$ cat src/hdl/qpse_pkg.sv
`timescale 1ns / 1ps

package qpse_pkg;

    localparam int CNT_WIDTH_DEF = 32;
    localparam int MEDIAN_TAPS   = 3;
    localparam int SLOT_W        = 2;
    localparam int QUEUE_DEPTH   = 2;
    localparam int QPTR_W        = $clog2(QUEUE_DEPTH);
    localparam int QCNT_W        = $clog2(QUEUE_DEPTH + 1);

    // input command codes
    localparam logic [1:0] CMD_EDGE_A = 2'd0;
    localparam logic [1:0] CMD_EDGE_B = 2'd1;
    localparam logic [1:0] CMD_TICK   = 2'd2;

    // configuration register indexes
    localparam logic [1:0] REG_COUNTS_PER_REV   = 2'd0;
    localparam logic [1:0] REG_DEGREES_PER_TICK = 2'd1;
    localparam logic [1:0] REG_RPM_PER_COUNT    = 2'd2;
    localparam logic [1:0] REG_EMA_ALPHA        = 2'd3;

    localparam logic [15:0] COUNTS_PER_REV_RST   = 16'd1440;
    localparam logic [23:0] DEGREES_PER_TICK_RST = 24'd16384;
    localparam logic [23:0] RPM_PER_COUNT_RST    = 24'd136533;
    localparam logic [16:0] EMA_ALPHA_RST        = 17'd11796;
    localparam logic [16:0] EMA_ONE              = 17'd65536;

    localparam logic signed [23:0] SPEED_MAX = 24'sh7FFFFF;
    localparam logic signed [23:0] SPEED_MIN = 24'sh800000;
    localparam logic [16:0]        ANGLE_MAX = 17'd92159;

    // raw speed magnitude is clamped to 2^38 counts
    localparam int          SPD_MAG_W     = 39;
    localparam logic [63:0] SPD_MAG_CLAMP = 64'h0000_0040_0000_0000;

    typedef enum logic [1:0] {
        OP_UP,
        OP_DOWN,
        OP_TICK,
        OP_NOP
    } op_t;

    typedef enum logic [4:0] {
        ST_IDLE,
        ST_SPD_MAG,
        ST_SPD_LO,
        ST_SPD_HI,
        ST_SPD_SUM,
        ST_SPD_SAT,
        ST_MEDIAN,
        ST_EMA_A,
        ST_EMA_B,
        ST_EMA_SUM,
        ST_EMA_MAG,
        ST_EMA_SAT,
        ST_POS_INIT,
        ST_POS_DIV,
        ST_POS_FIX,
        ST_ANGLE,
        ST_DONE
    } state_t;

    typedef struct packed {
        logic [1:0] cmd;
        logic       pin_a;
        logic       pin_b;
    } in_item_t;

    typedef struct packed {
        logic signed [31:0] tick_count;
        logic [16:0]        angle;
        logic signed [23:0] rpm;
    } out_item_t;

    typedef struct packed {
        logic [15:0] counts_per_rev;
        logic [23:0] degrees_per_tick;
        logic [23:0] rpm_per_count;
        logic [16:0] ema_alpha;
    } cfg_t;

    typedef struct packed {
        logic valid;
        op_t  op;
    } qentry_t;

endpackage

$ cat src/hdl/qpse_fifo.sv
`timescale 1ns / 1ps

module qpse_fifo
    import qpse_pkg::*;
(
    input  logic    clk,
    input  logic    rst_n,
    input  qentry_t push,
    output logic    full,
    output qentry_t head,
    input  logic    pop
);

    op_t               q_mem [QUEUE_DEPTH];
    logic [QPTR_W-1:0] wr_ptr_reg, wr_ptr_next;
    logic [QPTR_W-1:0] rd_ptr_reg, rd_ptr_next;
    logic [QCNT_W-1:0] cnt_reg, cnt_next;
    logic              do_push;
    logic              do_pop;

    assign full       = (cnt_reg == QCNT_W'(QUEUE_DEPTH));
    assign head.valid = (cnt_reg != '0);
    assign head.op    = q_mem[rd_ptr_reg];
    assign do_push    = push.valid && !full;
    assign do_pop     = pop && head.valid;

    always_comb
    begin
        wr_ptr_next = wr_ptr_reg;
        rd_ptr_next = rd_ptr_reg;
        if (do_push)
        begin
            wr_ptr_next = (wr_ptr_reg == QPTR_W'(QUEUE_DEPTH - 1)) ? '0
                                                                   : wr_ptr_reg + QPTR_W'(1);
        end
        if (do_pop)
        begin
            rd_ptr_next = (rd_ptr_reg == QPTR_W'(QUEUE_DEPTH - 1)) ? '0
                                                                   : rd_ptr_reg + QPTR_W'(1);
        end
        case ({do_push, do_pop})
            2'b10:   cnt_next = cnt_reg + QCNT_W'(1);
            2'b01:   cnt_next = cnt_reg - QCNT_W'(1);
            default: cnt_next = cnt_reg;
        endcase
    end

    always_ff @(posedge clk or negedge rst_n)
    begin
        if (!rst_n)
        begin
            wr_ptr_reg <= '0;
            rd_ptr_reg <= '0;
            cnt_reg    <= '0;
        end
        else
        begin
            wr_ptr_reg <= wr_ptr_next;
            rd_ptr_reg <= rd_ptr_next;
            cnt_reg    <= cnt_next;
        end
    end

    always_ff @(posedge clk)
    begin
        if (do_push)
        begin
            q_mem[wr_ptr_reg] <= push.op;
        end
    end

endmodule

$ cat config.mk
export PLATFORM = sky130hd
export DESIGN_NAME = qpse_fifo
export DESIGN_NICKNAME = d
export VERILOG_FILES = /design/src/hdl/qpse_pkg.sv /design/src/hdl/qpse_fifo.sv
export SDC_FILE = /design/constraint.sdc
export NUM_CORES = 1
export LEC_CHECK = 0
export ABC_AREA = 1
export BUFFER_PORTS_ARGS = -buffer_cell sky130_fd_sc_hd__buf_2
export CAP_MARGIN = 20
export CORE_AREA = 2 2 39 41
export CTS_BUF_LIST = sky130_fd_sc_hd__clkbuf_8 sky130_fd_sc_hd__clkbuf_16
export DETAILED_ROUTE_END_ITERATION = 8
export DIE_AREA = 0 0 41 43
export PLACE_DENSITY = 0.52
export SYNTH_ARGS = -nofsm -noshare
export SYNTH_HDL_FRONTEND = slang
export SYNTH_SLANG_ARGS = --single-unit
$ cat constraint.sdc
create_clock -name clk -period 1.8 [get_ports clk]
set_input_delay 0.27 -clock clk [delete_from_list [all_inputs] [get_ports clk]]
set_output_delay 0.27 -clock clk [all_outputs]
set_load 0.02 [all_outputs]
==> results of run 1 <==
## power by group
group	switching, mW	internal [mW]
clock	0.0684	0.147
combinational	0.230	0.131
sequential	0.0493	0.265
## final cells by class
type / count / area [sq um]
Clock buffer: 3 / 41.3
Clock inverter: 1 / 3.75
Sequential cell: 8 / 220
Fill cell: 143 / 883
Timing Repair Buffer: 10 / 55.1
Inverter: 9 / 33.8
Multi-Input combinational cell: 25 / 126
Tap cell: 16 / 20.0
## critical path, cell delays in order, from the launching register on
cell and delay [ns]:
dfrtp_1 0.37, inv_1 0.15, nand2_2 0.09, nand2_2 0.07, inv_1 0.05, ha_1 0.31
inv_1 0.08, nand3_1 0.07, nand2_1 0.06, nand2_1 0.04
## Yosys cell counts
cell type | n | area share
xnor2_1 | 1 | 0.023
ha_1 | 1 | 0.033
o21ai_2 | 1 | 0.023
edfxtp_1 | 4 | 0.32
inv_1 | 7 | 0.069
nand4_1 | 1 | 0.016
inv_2 | 2 | 0.020
nor2_1 | 1 | 0.0099
nand3_1 | 3 | 0.039
nand2_2 | 2 | 0.033
nand2_1 | 14 | 0.14
dfrtp_1 | 4 | 0.26
nor2_2 | 1 | 0.016
## how the worst min path moves through the flow
stage                       end  slack [ns]  cells past startpoint
finish              q_mem[1][1]        0.24                      1
global route        q_mem[1][1]        0.23                      1
CTS                 q_mem[1][0]        0.23                      1
detailed placement   cnt_reg[1]        0.09                      1
global placement     cnt_reg[1]        0.08                      1
floorplan            cnt_reg[0]       -0.03                      0
## cells by family (layout without fill, tap and decap cells)
kind of cell	count (synthesis)	after routing
adder cells (fa/ha/maj)	1	1
buffers and inverters	9	23
AO/OA/AOI/OAI	1	1
XOR/XNOR	1	1
AND/OR/NAND/NOR	22	22
flip-flops	8	8
## per-layer routing
| layer | vias to the layer above | track usage | share of wire |
|---|---|---|---|
| met3 | 4 | 0.0314 | 0.047 |
| met5 | - | 0 | 0 |
| met1 | 125 | 0.0875 | 0.45 |
| met2 | 7 | 0.122 | 0.47 |
| li1 | 158 | - | - |
| met4 | 0 | 0.0800 | 0.029 |
## metrics by stage
step           utilization  hold WS [ns]  area (sq um)  power, mW
2_1_floorplan            -       -0.0256           380      0.587
3_3_place_gp         0.322        0.0849           445      0.676
3_5_place_dp         0.322        0.0880           445      0.679
4_1_cts              0.362         0.234           500      0.900
5_1_grt              0.362         0.228           500      0.973
6_report             0.362         0.236           500      0.891
==> results_dict.tcl, run 1 <==
set metrics [dict create \
    reg2reg_from "cnt_reg[1]" \
    tightest_slew_ns 0.230 \
    synth.area.mux_share 0 \
    vias 294 \
    antenna_found_initial 0 \
    setup_viol_count_final 0 \
    worstSetupStartpointType "register" \
    r2r-end "cnt_reg[1]" \
    gp_congestion 0.709 \
    hp-class "primary input to register" \
    grt_pass1_vias 236 \
    drtPass1Iterations 2 \
    synth_top_family_by_area "simple AND/OR/NAND/NOR gates" \
    hp-start "push[1]" \
    synthXorXnorAreaFrac 0.0230 \
    ys_ff_latch 8 \
    htree_levels 1 \
    rows 14 \
    final_common_cell "nand2_1" \
    postRouteAntennaNets 0 \
    cts_setup_buffers 0 \
    synthesis.area_sq_um 380 \
    synth-simple-area-share 0.253 \
    n_antenna_cell 0 \
    final_cell_mix "nand2_1, buf_2, inv_1, dfrtp_1, edfxtp_1" \
    syn-instance-count 42 \
    cts_buffer_depth 2 \
    clk_pin_slew_ns 0.04 \
    ys_seq_area_frac 0.579 \
    crit_arrival_ns 1.51 \
    ir_worst_vdd_v 0.000557 \
    drc 0 \
    leakage_nw 0.266 \
    syn_to_final_growth_pct 31.6 \
    place_ws_ns 0.402 \
    grt.overflow.total 0 \
    dieArea_sq_um 1760 \
    tns_ns 0 \
    drt_first_iter_violations 4 \
    crit_start "cnt_reg[1]" \
    min_period_ns 1.40 \
    dp_hpwl_microns 463 \
    core_sq_um 1380 \
    cts_sinks 8 \
    track_usage 0.0845 \
    port_buffers 9 \
    finalNetCount 64 \
    ios 10 \
    crit_end "cnt_reg[1]" \
    die_w_microns 41 \
    synth_compound_area_frac 0.0230 \
    setup_slack_ns 0.405 \
    grt_pass1_wl_microns 903 \
    hold_violations 0 \
    outcome "finished, final reports clean" \
    detail_route.wl_per_cell_microns 8.25 \
    syn_area_per_cell_sq_um 9.06 \
    cts-resized-gates 0 \
    period_share 0.775 \
    routed_wl_microns 594 \
    largest_reg_flops 4 \
    skew_ns 0.00109 \
    clock_latency_ns 0.22 \
    rsz0062_at_grt "false" \
    end_kind "register" \
    worstPathMaxFanout 4 \
    r2r_setup_slack_ns 0.40 \
    hold_buffers 1 \
    r2r_cells 9 \
    drv_cap 0 \
    vias_per_cell 4.08 \
    p_per_area_nw_per_um2 1780 \
    start_util 0.275 \
    ys_types 13 \
    drive_gt1_frac 0.321 \
    finalMaxSlewViolations 0 \
    fin_cells 72 \
    max_freq_mhz 717 \
    yosys_warnings 0 \
    relSlewSlack 0.847 \
    synthAdderAreaFrac 0.0329 \
    cts_tree "yes" \
    die_h_microns 43 \
    syn-num-nets 49 \
    grt_max_degree 6 \
    dp.cells 67 \
    worstPathRequired_ns 1.92 \
    cts_buffers 3 \
    root_buffer "clkbuf_8" \
    crit_type "register to register" \
]
Power figures use the tool's default switching activity.
==> run 2, diff against run 1 <==
Clock period 1.8 ns to 1.3 ns, I/O delays scaled along.
==> run 2 against run 1 <==
Effect of this change: sequential power up 41%; combinational power up 84%; non-clock buffer count up 2; design area up 11%; global-route usage up 1.1 points; clock power up 40%; total power up 58%; utilization up 4.0 points; worst hold slack worse by 0.078 ns; largest power group unchanged.
==> results_dict.tcl, run 2 (same netlist as run 1, synthesis figures left out) <==
set metrics [dict create \
    clock_latency_ns 0.23 \
    final_common_cell "nand2_1" \
    crit_type "register to output port" \
    hold_depth 1 \
    tightest_slew_ns 0.173 \
    ios 10 \
    crit_arrival_ns 1.06 \
    hold_violations 0 \
    worstPathMaxFanout 4 \
    syn_to_final_growth_pct 46.1 \
    grt_pass1_wl_microns 993 \
    cts_buffer_depth 2 \
    root_buffer "clkbuf_8" \
    skew_ns 0.00167 \
    vias 309 \
    drc 0 \
    r2r-end "cnt_reg[1]" \
    whs_endpoint "q_mem[1][0]" \
    core_sq_um 1380 \
    reg2reg_from "cnt_reg[0]" \
    r2r_setup_slack_ns 0.08 \
    fin_area_sq_um 556 \
    die_h_microns 43 \
    r2r_cells 9 \
    crit_start "cnt_reg[0]" \
    n_fill_cell 148 \
    drive_gt1_frac 0.431 \
    antenna_found_initial 0 \
    cts_buffers 3 \
    end_kind "output port" \
    grt.overflow.total 0 \
    dpl_cell_area_sq_um 470 \
    port_buffers 9 \
    max_freq_mhz 796 \
    multi_input_area_sq_um 156 \
    hp-start "push[0]" \
    worstSetupStartpointType "register" \
    dp.cells 68 \
    ir_worst_vdd_v 0.000841 \
    die_w_microns 41 \
    grt_max_degree 6 \
    seq_area_sq_um 221 \
    rsz0062_at_grt "true" \
    final_cell_mix "nand2_1, buf_2, inv_1, inv_2, edfxtp_1" \
    clk_pin_slew_ns 0.04 \
    start_util 0.275 \
    htree_levels 1 \
    track_usage 0.0956 \
    worstPathRequired_ns 1.11 \
    leakage_nw 0.278 \
    hp-class "primary input to register" \
    finalNetCount 66 \
    finalMaxSlewViolations 0 \
    cts_tree "yes" \
    relSlewSlack 0.884 \
    detail_route.wl_per_cell_microns 8.81 \
    gp_congestion 0.710 \
    min_period_ns 1.26 \
    postRouteAntennaNets 0 \
    vias_per_cell 4.18 \
    period_share 0.967 \
    dp_hpwl_microns 482 \
    dieArea_sq_um 1760 \
    drtPass1Iterations 4 \
    p_per_area_nw_per_um2 2540 \
    cts_sinks 8 \
    grt_pass1_vias 262 \
    outcome "finished, final reports clean" \
    setup_viol_count_final 0 \
    largest_reg_flops 4 \
    n_antenna_cell 0 \
    routed_wl_microns 652 \
    drv_cap 0 \
    drt_first_iter_violations 9 \
    fin_cells 74 \
    rows 14 \
]
==> run 2: timing repair <==
action / 4_1_cts / 5_1_grt
gates resized for setup: 0 / 8
endpoints found under the setup margin: 0 / 2
hold endpoints to repair: 4 / 0
setup buffers: 0 / 1
hold buffers: 1 / 0
==> run 2: worst max-delay path, cell delays in order (launching register included) <==
cell and delay (ns):
dfrtp_2 0.44, buf_4 0.16, nor2_4 0.11, buf_6 0.12
==> run 2: layout make-up <==
cell class,instances,share of cell area
Clock buffer,3,0.0743
Clock inverter,1,0.00676
Inverter,9,0.0653
Multi-Input combinational cell,25,0.282
Sequential cell,8,0.399
Tap cell,16,0.0360
Timing Repair Buffer,12,0.137
==> run 2: how the worst max path moves through the flow <==
stage                     slack, ns          to  cells past startpoint
final                          0.04        full                      3
after global routing         -0.005  cnt_reg[1]                      9
after CTS                     0.002        full                      3
after detailed placement       0.03  cnt_reg[1]                      6
after global placement         0.05  cnt_reg[1]                      6
after floorplan                0.04  cnt_reg[1]                      9
==> run 2: stage by stage <==
step	hold slack (ns)	utilization	power [mW]	worst slack, ns	TNS, ns
2_1_floorplan	-0.101	-	0.856	0.0410	0
6_report	0.158	0.401	1.41	0.0431	0
5_1_grt	0.155	0.401	1.53	-0.00503	-0.00503
3_5_place_dp	0.0141	0.340	1.01	0.0323	0
4_1_cts	0.151	0.380	1.33	0.00169	0
3_3_place_gp	0.0103	0.340	1.01	0.0482	0
==> run 2: where the power goes <==
group	internal [mW]	total (mW)	leakage, nW	switching (mW)
clock	0.205	0.303	0.0269	0.0982
combinational	0.278	0.662	0.167	0.384
sequential	0.371	0.445	0.0841	0.0740
==> run 2: per-layer routing <==
layer / wire, microns / vias to the layer above / part of all wire / GRT usage
met3: 22 / 4 / 0.034 / 0.0157
met4: 36 / 0 / 0.055 / 0.140
met2: 295 / 8 / 0.45 / 0.119
met5: 0 / - / 0 / 0
met1: 298 / 133 / 0.46 / 0.107
li1: - / 164 / - / -
